==> src/hdl/sbsu_pkg.sv <==
`timescale 1ns / 1ps
// ----------------------------------------------------------------------------
// sbsu_pkg
// Shared widths, register indexes and divider control types of the send ring
// sizing unit.
// ----------------------------------------------------------------------------
package sbsu_pkg;

   localparam int HOP_W   = 16;
   localparam int HIST_W  = 16;
   localparam int WIDE_W  = 32;
   localparam int LEFT_W  = 16;
   localparam int CSR_IDX_W  = 2;
   localparam int CSR_DATA_W = 16;
   localparam int DIV_CNT_W  = 5;

   localparam logic [CSR_IDX_W-1:0] CSR_NUMERATOR   = 2'd0;
   localparam logic [CSR_IDX_W-1:0] CSR_DENOMINATOR = 2'd1;
   localparam logic [CSR_IDX_W-1:0] CSR_FLEXIBLE    = 2'd2;

   typedef struct packed {
      logic              start;
      logic [WIDE_W-1:0] dividend;
      logic [HOP_W-1:0]  divisor;
   } div_req_type;

   typedef struct packed {
      logic              busy;
      logic              done;
      logic [WIDE_W-1:0] quotient;
      logic [HOP_W-1:0]  remainder;
   } div_rsp_type;

endpackage

==> src/hdl/sbsu_req_if.sv <==
`timescale 1ns / 1ps
// ----------------------------------------------------------------------------
// sbsu_req_if
// Request channel: one stream's hop size and history length per item.
// ----------------------------------------------------------------------------
interface sbsu_req_if;
   logic                        valid;
   logic                        ready;
   logic [sbsu_pkg::HOP_W-1:0]  hop_size;
   logic [sbsu_pkg::HIST_W-1:0] history_length;

   modport source (output valid, output hop_size, output history_length, input ready);
   modport sink (input valid, input hop_size, input history_length, output ready);
endinterface

==> src/hdl/sbsu_rsp_if.sv <==
`timescale 1ns / 1ps
// ----------------------------------------------------------------------------
// sbsu_rsp_if
// Response channel: ring size, block and leftover per item.
// ----------------------------------------------------------------------------
interface sbsu_rsp_if;
   logic                        valid;
   logic                        ready;
   logic [sbsu_pkg::WIDE_W-1:0] ring_size;
   logic [sbsu_pkg::WIDE_W-1:0] block_samples;
   logic [sbsu_pkg::LEFT_W-1:0] leftover_samples;

   modport source (output valid, output ring_size, output block_samples,
                   output leftover_samples, input ready);
   modport sink (input valid, input ring_size, input block_samples,
                 input leftover_samples, output ready);
endinterface

==> src/hdl/sbsu_csr_if.sv <==
`timescale 1ns / 1ps
// ----------------------------------------------------------------------------
// sbsu_csr_if
// Register write channel: register index and write data.
// ----------------------------------------------------------------------------
interface sbsu_csr_if;
   logic                            valid;
   logic                            ready;
   logic [sbsu_pkg::CSR_IDX_W-1:0]  reg_index;
   logic [sbsu_pkg::CSR_DATA_W-1:0] write_data;

   modport source (output valid, output reg_index, output write_data, input ready);
   modport sink (input valid, input reg_index, input write_data, output ready);
endinterface

==> src/hdl/sbsu_div.sv <==
`timescale 1ns / 1ps
// ----------------------------------------------------------------------------
// sbsu_div
// Shared restoring divider, one quotient bit per cycle: 32-bit dividend by a
// nonzero 16-bit divisor, quotient and remainder shown with a done pulse.
// ----------------------------------------------------------------------------
module sbsu_div (
   input  logic                  clock,
   input  logic                  reset,
   input  sbsu_pkg::div_req_type div_req,
   output sbsu_pkg::div_rsp_type div_rsp
);

   logic                           busy_ff, busy_in;
   logic                           done_ff, done_in;
   logic [sbsu_pkg::DIV_CNT_W-1:0] cnt_ff, cnt_in;
   logic [sbsu_pkg::WIDE_W-1:0]    work_ff, work_in;
   logic [sbsu_pkg::HOP_W-1:0]     part_ff, part_in;
   logic [sbsu_pkg::HOP_W-1:0]     dvs_ff, dvs_in;
   logic [sbsu_pkg::HOP_W:0]       shifted;
   logic [sbsu_pkg::HOP_W:0]       diff;
   logic                           fits;

   assign shifted = {part_ff, work_ff[sbsu_pkg::WIDE_W-1]};
   assign diff    = shifted - {1'b0, dvs_ff};
   assign fits    = shifted >= {1'b0, dvs_ff};

   always_comb begin
      busy_in = busy_ff;
      done_in = 1'b0;
      cnt_in  = cnt_ff;
      work_in = work_ff;
      part_in = part_ff;
      dvs_in  = dvs_ff;
      if (div_req.start) begin
         busy_in = 1'b1;
         cnt_in  = '0;
         work_in = div_req.dividend;
         part_in = '0;
         dvs_in  = div_req.divisor;
      end else if (busy_ff) begin
         work_in = {work_ff[sbsu_pkg::WIDE_W-2:0], fits};
         part_in = fits ? diff[sbsu_pkg::HOP_W-1:0] : shifted[sbsu_pkg::HOP_W-1:0];
         cnt_in  = cnt_ff + 1'b1;
         if (cnt_ff == '1) begin
            busy_in = 1'b0;
            done_in = 1'b1;
         end
      end
   end

   always_ff @(posedge clock) begin
      if (reset) begin
         busy_ff <= 1'b0;
         done_ff <= 1'b0;
         cnt_ff  <= '0;
      end else begin
         busy_ff <= busy_in;
         done_ff <= done_in;
         cnt_ff  <= cnt_in;
      end
      work_ff <= work_in;
      part_ff <= part_in;
      dvs_ff  <= dvs_in;
   end

   assign div_rsp.busy      = busy_ff;
   assign div_rsp.done      = done_ff;
   assign div_rsp.quotient  = work_ff;
   assign div_rsp.remainder = part_ff;

endmodule

==> src/hdl/send_buffer_size_unit.sv <==
`timescale 1ns / 1ps
// sequence: accept, multiply p*hop, divide by q on the divider, then for an exact
//   fixed block one Euclid modulo per step to a zero remainder; a zero hop skips the divider
// throughput: one item at a time, the next accepted as soon as a result is
//   posted; the bit-serial divider is shared by the block division and every Euclid
//   modulo; a waiting result holds the following item at its final step
// reset: synchronous, active high; registers return to p = 1, q = 1, fixed blocks
// ----------------------------------------------------------------------------
// send_buffer_size_unit
// Sizes a stream's send ring: block = ceil(p*hop/q), leftover from gcd or
// hop - 1, ring = block + leftover + history; a zero hop gives all zeros.
// ----------------------------------------------------------------------------
module send_buffer_size_unit (
   input  logic          clock,
   input  logic          reset,
   sbsu_req_if.sink      req_chan,
   sbsu_rsp_if.source    rsp_chan,
   sbsu_csr_if.sink      csr_chan
);

   localparam logic [2:0] S_IDLE   = 3'd0;
   localparam logic [2:0] S_MUL    = 3'd1;
   localparam logic [2:0] S_DSTART = 3'd2;
   localparam logic [2:0] S_DIV    = 3'd3;
   localparam logic [2:0] S_EUC    = 3'd4;
   localparam logic [2:0] S_FIN    = 3'd5;

   logic [2:0]                    state_ff, state_in;
   logic [sbsu_pkg::HOP_W-1:0]    num_ff, num_in;
   logic [sbsu_pkg::HOP_W-1:0]    den_ff, den_in;
   logic                          flex_ff, flex_in;
   logic [sbsu_pkg::HOP_W-1:0]    hop_ff, hop_in;
   logic [sbsu_pkg::HIST_W-1:0]   hist_ff, hist_in;
   logic [sbsu_pkg::WIDE_W-1:0]   prod_ff, prod_in;
   logic [sbsu_pkg::WIDE_W-1:0]   block_ff, block_in;
   logic [sbsu_pkg::LEFT_W-1:0]   left_ff, left_in;
   logic [sbsu_pkg::HOP_W-1:0]    y_ff, y_in;
   logic                          rsp_valid_ff, rsp_valid_in;
   logic [sbsu_pkg::WIDE_W-1:0]   rsp_ring_ff, rsp_ring_in;
   logic [sbsu_pkg::WIDE_W-1:0]   rsp_block_ff, rsp_block_in;
   logic [sbsu_pkg::LEFT_W-1:0]   rsp_left_ff, rsp_left_in;
   logic [sbsu_pkg::HOP_W-1:0]    q_eff;
   logic                          rem_zero;
   logic [sbsu_pkg::WIDE_W-1:0]   block_ceil;
   sbsu_pkg::div_req_type         div_req;
   sbsu_pkg::div_rsp_type         div_rsp;

   sbsu_div u_div (
      .clock   (clock),
      .reset   (reset),
      .div_req (div_req),
      .div_rsp (div_rsp)
   );

   assign q_eff      = (den_ff == '0) ? sbsu_pkg::HOP_W'(1) : den_ff;
   assign rem_zero   = (div_rsp.remainder == '0);
   assign block_ceil = div_rsp.quotient + sbsu_pkg::WIDE_W'(!rem_zero);

   // register writes
   assign csr_chan.ready = 1'b1;

   always_comb begin
      num_in  = num_ff;
      den_in  = den_ff;
      flex_in = flex_ff;
      if (csr_chan.valid) begin
         unique case (csr_chan.reg_index)
            sbsu_pkg::CSR_NUMERATOR:   num_in  = csr_chan.write_data;
            sbsu_pkg::CSR_DENOMINATOR: den_in  = csr_chan.write_data;
            sbsu_pkg::CSR_FLEXIBLE:    flex_in = csr_chan.write_data[0];
            default: ;
         endcase
      end
   end

   // sequencer
   always_comb begin
      state_in     = state_ff;
      hop_in       = hop_ff;
      hist_in      = hist_ff;
      prod_in      = prod_ff;
      block_in     = block_ff;
      left_in      = left_ff;
      y_in         = y_ff;
      rsp_valid_in = rsp_valid_ff;
      rsp_ring_in  = rsp_ring_ff;
      rsp_block_in = rsp_block_ff;
      rsp_left_in  = rsp_left_ff;
      div_req      = '0;

      if (rsp_valid_ff && rsp_chan.ready) begin
         rsp_valid_in = 1'b0;
      end

      unique case (state_ff)
         S_IDLE: begin
            if (req_chan.valid) begin
               hop_in   = req_chan.hop_size;
               hist_in  = req_chan.history_length;
               state_in = S_MUL;
            end
         end
         S_MUL: begin
            prod_in = sbsu_pkg::WIDE_W'(num_ff) * sbsu_pkg::WIDE_W'(hop_ff);
            if (hop_ff == '0) begin
               block_in = '0;
               left_in  = '0;
               hist_in  = '0;
               state_in = S_FIN;
            end else begin
               state_in = S_DSTART;
            end
         end
         S_DSTART: begin
            div_req.start    = 1'b1;
            div_req.dividend = prod_ff;
            div_req.divisor  = q_eff;
            state_in         = S_DIV;
         end
         S_DIV: begin
            if (div_rsp.done) begin
               block_in = block_ceil;
               if (rem_zero && !flex_ff) begin
                  div_req.start    = 1'b1;
                  div_req.dividend = block_ceil;
                  div_req.divisor  = hop_ff;
                  y_in             = hop_ff;
                  state_in         = S_EUC;
               end else begin
                  left_in  = hop_ff - 1'b1;
                  state_in = S_FIN;
               end
            end
         end
         S_EUC: begin
            if (div_rsp.done) begin
               if (rem_zero) begin
                  left_in  = hop_ff - y_ff;
                  state_in = S_FIN;
               end else begin
                  div_req.start    = 1'b1;
                  div_req.dividend = sbsu_pkg::WIDE_W'(y_ff);
                  div_req.divisor  = div_rsp.remainder;
                  y_in             = div_rsp.remainder;
               end
            end
         end
         S_FIN: begin
            if (!rsp_valid_ff || rsp_chan.ready) begin
               rsp_valid_in = 1'b1;
               rsp_block_in = block_ff;
               rsp_left_in  = left_ff;
               rsp_ring_in  = block_ff + sbsu_pkg::WIDE_W'(left_ff)
                            + sbsu_pkg::WIDE_W'(hist_ff);
               state_in     = S_IDLE;
            end
         end
         default: begin
            state_in = S_IDLE;
         end
      endcase
   end

   always_ff @(posedge clock) begin
      if (reset) begin
         state_ff     <= S_IDLE;
         num_ff       <= sbsu_pkg::HOP_W'(1);
         den_ff       <= sbsu_pkg::HOP_W'(1);
         flex_ff      <= 1'b0;
         rsp_valid_ff <= 1'b0;
      end else begin
         state_ff     <= state_in;
         num_ff       <= num_in;
         den_ff       <= den_in;
         flex_ff      <= flex_in;
         rsp_valid_ff <= rsp_valid_in;
      end
      hop_ff       <= hop_in;
      hist_ff      <= hist_in;
      prod_ff      <= prod_in;
      block_ff     <= block_in;
      left_ff      <= left_in;
      y_ff         <= y_in;
      rsp_ring_ff  <= rsp_ring_in;
      rsp_block_ff <= rsp_block_in;
      rsp_left_ff  <= rsp_left_in;
   end

   assign req_chan.ready            = (state_ff == S_IDLE);
   assign rsp_chan.valid            = rsp_valid_ff;
   assign rsp_chan.ring_size        = rsp_ring_ff;
   assign rsp_chan.block_samples    = rsp_block_ff;
   assign rsp_chan.leftover_samples = rsp_left_ff;

   a_start_idle_div: assert property (@(posedge clock) disable iff (reset)
      div_req.start |-> !div_rsp.busy)
      else $error("divider started while busy");

   a_divisor_nonzero: assert property (@(posedge clock) disable iff (reset)
      div_req.start |-> (div_req.divisor != '0))
      else $error("divider started with zero divisor");

   a_done_in_div_state: assert property (@(posedge clock) disable iff (reset)
      div_rsp.done |-> (state_ff == S_DIV || state_ff == S_EUC))
      else $error("divider result outside a divide state");

   a_leftover_below_hop: assert property (@(posedge clock) disable iff (reset)
      (state_ff == S_FIN && hop_ff != '0) |-> (left_ff < hop_ff))
      else $error("leftover not below hop");

endmodule

==> src/flat_wrapper.sv <==
// flat-port wrapper written by rule: the top's interface ports become plain ports
module send_buffer_size_unit_flat 
  (clock, reset, req_chan_valid, req_chan_hop_size, req_chan_history_length, req_chan_ready, rsp_chan_valid, rsp_chan_ring_size, rsp_chan_block_samples, rsp_chan_leftover_samples, rsp_chan_ready, csr_chan_valid, csr_chan_reg_index, csr_chan_write_data, csr_chan_ready);
  sbsu_req_if req_chan_i ();
  sbsu_rsp_if rsp_chan_i ();
  sbsu_csr_if csr_chan_i ();
  input  logic clock;
  input  logic reset;
  input wire logic [$bits(req_chan_i.valid)-1:0] req_chan_valid;
  input wire logic [$bits(req_chan_i.hop_size)-1:0] req_chan_hop_size;
  input wire logic [$bits(req_chan_i.history_length)-1:0] req_chan_history_length;
  output wire logic [$bits(req_chan_i.ready)-1:0] req_chan_ready;
  output wire logic [$bits(rsp_chan_i.valid)-1:0] rsp_chan_valid;
  output wire logic [$bits(rsp_chan_i.ring_size)-1:0] rsp_chan_ring_size;
  output wire logic [$bits(rsp_chan_i.block_samples)-1:0] rsp_chan_block_samples;
  output wire logic [$bits(rsp_chan_i.leftover_samples)-1:0] rsp_chan_leftover_samples;
  input wire logic [$bits(rsp_chan_i.ready)-1:0] rsp_chan_ready;
  input wire logic [$bits(csr_chan_i.valid)-1:0] csr_chan_valid;
  input wire logic [$bits(csr_chan_i.reg_index)-1:0] csr_chan_reg_index;
  input wire logic [$bits(csr_chan_i.write_data)-1:0] csr_chan_write_data;
  output wire logic [$bits(csr_chan_i.ready)-1:0] csr_chan_ready;
  assign req_chan_i.valid = req_chan_valid;
  assign req_chan_i.hop_size = req_chan_hop_size;
  assign req_chan_i.history_length = req_chan_history_length;
  assign req_chan_ready = req_chan_i.ready;
  assign rsp_chan_valid = rsp_chan_i.valid;
  assign rsp_chan_ring_size = rsp_chan_i.ring_size;
  assign rsp_chan_block_samples = rsp_chan_i.block_samples;
  assign rsp_chan_leftover_samples = rsp_chan_i.leftover_samples;
  assign rsp_chan_i.ready = rsp_chan_ready;
  assign csr_chan_i.valid = csr_chan_valid;
  assign csr_chan_i.reg_index = csr_chan_reg_index;
  assign csr_chan_i.write_data = csr_chan_write_data;
  assign csr_chan_ready = csr_chan_i.ready;
  send_buffer_size_unit u_core (.clock(clock), .reset(reset), .req_chan(req_chan_i), .rsp_chan(rsp_chan_i), .csr_chan(csr_chan_i));
endmodule
==> config.mk <==
export PLATFORM = sky130hd
export DESIGN_NAME = send_buffer_size_unit_flat
export DESIGN_NICKNAME = d
export VERILOG_FILES = /design/src/hdl/sbsu_pkg.sv /design/src/hdl/sbsu_req_if.sv /design/src/hdl/sbsu_rsp_if.sv /design/src/hdl/sbsu_csr_if.sv /design/src/hdl/sbsu_div.sv /design/src/hdl/send_buffer_size_unit.sv /design/src/flat_wrapper.sv
export SDC_FILE = /design/constraint.sdc
export NUM_CORES = 1
export LEC_CHECK = 0
export BUFFER_PORTS_ARGS = -buffer_cell sky130_fd_sc_hd__buf_2
export CORE_UTILIZATION = 57
export DETAILED_ROUTE_END_ITERATION = 8
export PLACE_DENSITY_LB_ADDON = 0.15
export SLEW_MARGIN = 30
export SYNTH_ARGS = -nofsm -noshare
export SYNTH_HDL_FRONTEND = slang
export SYNTH_SLANG_ARGS = --single-unit
==> constraint.sdc <==
create_clock -name clock -period 6 [get_ports clock]
set_input_delay 0.6 -clock clock [delete_from_list [all_inputs] [get_ports clock]]
set_output_delay 0.6 -clock clock [all_outputs]
set_load 0.02 [all_outputs]
==> flow_metrics.tcl <==
set metrics [dict create \
    status "complete, but fails checks" \
    violations "design-rule violations" \
    nets 2878 \
    grt_max_degree 81 \
    path_buf_inv 6 \
    cts_buffer_depth 3 \
    setup.worst_path.class "reg2reg" \
    grt_setup_unrepaired "yes" \
    num_io_pins 138 \
    critical_path.max_stage_delay_ns 0.55 \
    holdPathStages 1 \
    ys_types 79 \
    finalSetupTns_ns 0 \
    synth.most_common_cell "nand2_1" \
    place_hpwl_mm 44.8 \
    r2r_slack_ns 0.14 \
    synth_edf_count 256 \
    routed_wl_mm 58.3 \
    setup_viol_count_final 0 \
    ant_nets 0 \
    cp-end-kind "flip-flop" \
    root_buffer "clkbuf_16" \
    drt_iter0_drc 1421 \
    cts_tree "yes" \
    rows 74 \
    ys.flop_type "edfxtp_1" \
    pwr_density_cell_nw_per_um2 261 \
    grt_use_total 0.280 \
    power_switching_mw 2.27 \
    worstPathArrival_ns 6.16 \
    netlist_instances 2297 \
    timing.rr.end "u_core.prod_ff[25]" \
    start_util 0.580 \
    hold_path_class "in2reg" \
    reg2reg_depth 21 \
    avgRoutedWirePerCell_um 19.3 \
    slowest_stage "fa_1" \
    combPwrFrac 0.282 \
    fin_crit_sh 0.976 \
    num_vias 17200 \
    placedInstanceArea_sq_um 25300 \
    area_growth_pct 12.8 \
    path_delay_family "adder cells" \
    clk_latency_ns 0.56 \
    insertedDiodeCount 0 \
    tightest_slew_ns 0.974 \
    die_h_um 206 \
    syn_nets 2720 \
    path_max_fanout 7 \
    antenna_found_initial 5 \
    netlist.top_cell.by_area "edfxtp_1" \
    fp.dieW_um 206 \
    cpMostUsedCell "fa_1" \
    ys.warnings.count 0 \
    max_slew_margin 0.350 \
    synthesis.area_sq_um 23800 \
    path_clk_slew_ns 0.06 \
    ir_worst_vdd_v 0.000227 \
    hold_buffers 0 \
    ys_top_cells_by_count "nand2_1 (311), inv_1 (264), edfxtp_1 (256)" \
    ys_seq_elements 316 \
    grt_pass1_wl_mm 91.1 \
    synth_top_area_frac 0.323 \
    cts-htree-levels 2 \
    via_per_inst 5.70 \
    hold_viol 0 \
    max_freq_mhz 171 \
    internal_power_mw 4.72 \
    worst_ep_required_time_ns 6.30 \
    drv_slew 0 \
    crit_chain "buf_6, and2_1, fa_1, inv_1, fa_1, inv_1, fa_1, fa_1, fa_1, inv_1, fa_1, inv_1, ha_1, a21o_1, buf_4, a31o_2, a41oi_4, o21ai_1, nand2b_1, a21oi_2, xnor2_1" \
    rr_startpoint "u_core.hop_ff[4]" \
    drc 36 \
    gp_congestion 0.958 \
    dr.pass1.iters 8 \
    fin_crit_ns 5.86 \
    io_buffers 136 \
    worstSetupStartpointType "flip-flop" \
    drive_above_1_share 0.149 \
    overflow 0 \
    place_ws_ns -0.00396 \
    pwr-share-seq 0.402 \
    synthTopCellsByArea "edfxtp_1 (32%), fa_1 (18%), ha_1 (8.2%)" \
    grt_pass1_vias 16900 \
    fin_ws_ns 0.142 \
    maxCapViolCount 0 \
    final_area_sq_um 26800 \
    fin_worst_skew_ns 0.0277 \
    swShare 0.324 \
    holdPathEnd "u_core.hop_ff[0]" \
    cts_buffers 36 \
    avgSynthCellArea_sq_um 10.4 \
    yosysSeqAreaShare 0.374 \
    p_leak_nw 11.4 \
    core-area_sq_um 41000 \
    worstHoldStart "req_chan_hop_size[0]" \
    final_util 0.654 \
    clkSinkCount 316 \
    clockPowerShare 0.317 \
    synthArstFlopShare 0 \
    die_area_sq_um 42500 \
]
placed cells by master, fill, tap and decap left out, types with 92 or more instances in the layout:
cell type,instances
a21oi_1,104
and2_1,124
buf_2,137
buf_4,93
edfxtp_1,256
fa_1,209
ha_1,149
inv_1,262
nand2_1,311
nor2_1,92
logic make-up (layout without fill, tap and decap cells):
logic type	after synthesis	in the layout	synth area share
other cells	1	1	0.000158
flops	316	316	0.374
fa+ha+maj	368	368	0.261
xor+xnor	110	110	0.0405
mux	26	26	0.0117
compound gates	371	371	0.102
buf+inv	382	568	0.0631
simple gates	723	723	0.149
power groups by stage:
stage	clock [mW]	combinational (mW)	sequential (mW)
after floorplan	0	1.41	2.72
after global placement	0	1.80	2.85
after detailed placement	0	1.86	2.85
after CTS	2.26	1.87	2.81
after global routing	2.33	2.19	2.82
final	2.21	1.97	2.81
layout make-up:
cell class / count / area [sq um]
multi-input combinational: 1599 / 13600
clock inverter: 22 / 241
timing repair buffer: 236 / 1490
fill: 3292 / 14200
inverter: 266 / 998
clock buffer: 44 / 941
tap: 532 / 666
sequential: 316 / 8900
how the worst max path moves through the flow:
| stage | depth (start not counted) | startpoint | slack (ns) | end |
|---|---|---|---|---|
| floorplan | 24 | u_core.hop_ff[7] | 0.02 | u_core.prod_ff[31] |
| global placement | 20 | u_core.hop_ff[12] | 0.11 | u_core.prod_ff[31] |
| detailed placement | 21 | u_core.hop_ff[7] | -0.004 | u_core.prod_ff[25] |
| CTS | 21 | u_core.hop_ff[7] | 0.005 | u_core.prod_ff[31] |
| global route | 22 | u_core.hop_ff[4] | -0.03 | u_core.prod_ff[25] |
| finish | 21 | u_core.hop_ff[4] | 0.14 | u_core.prod_ff[25] |
sequential cells by signal, indices dropped and copies added (netlist names):
| name | flops |
|---|---|
| u_core.block_ff | 32 |
| u_core.prod_ff | 32 |
| u_core.rsp_chan.block_samples | 32 |
| u_core.rsp_chan.ring_size | 32 |
| u_core.u_div.work_ff | 32 |
| u_core.den_ff | 16 |
| u_core.hist_ff | 16 |
| u_core.hop_ff | 16 |
| u_core.left_ff | 16 |
| u_core.num_ff | 16 |
| u_core.rsp_chan.leftover_samples | 16 |
| u_core.u_div.dvs_ff | 16 |
| u_core.u_div.part_ff | 16 |
| u_core.y_ff | 16 |
| u_core.u_div.cnt_ff | 5 |
| u_core.state_ff | 3 |
| u_core.flex_ff | 1 |
| u_core.rsp_chan.valid | 1 |
| u_core.u_div.busy_ff | 1 |
| u_core.u_div.done_ff | 1 |
through the flow:
stage	hold slack, ns	std cells	power [mW]
floorplan	0.426	2297	4.13
global placement	0.445	2927	4.65
detailed placement	0.449	2927	4.71
CTS	0.199	2993	6.94
global route	0.211	3015	7.34
finish	0.217	3015	6.99
worst register-to-register path, stage by stage (launching register included):
cell	delay, ns
edfxtp_1	0.52
buf_6	0.20
and2_1	0.17
fa_1	0.55
inv_1	0.06
fa_1	0.47
inv_1	0.05
fa_1	0.48
fa_1	0.46
fa_1	0.51
inv_1	0.05
fa_1	0.47
inv_1	0.04
ha_1	0.31
a21o_1	0.20
buf_4	0.14
a31o_2	0.22
a41oi_4	0.23
o21ai_1	0.12
nand2b_1	0.16
a21oi_2	0.15
xnor2_1	0.07
per-layer routing:
layer | share of wire | wire length, um | track usage
met5 | 0 | 0 | 0
met4 | 0.023 | 1330 | 0.0825
met3 | 0.069 | 4030 | 0.0386
met2 | 0.46 | 26900 | 0.448
met1 | 0.45 | 26000 | 0.399
what timing repair did:
item | CTS | global route
setup endpoints to repair | 0 | 11
buffers inserted | 0 | 21
resized for setup | 0 | 41
Power figures use the tool's default switching activity.
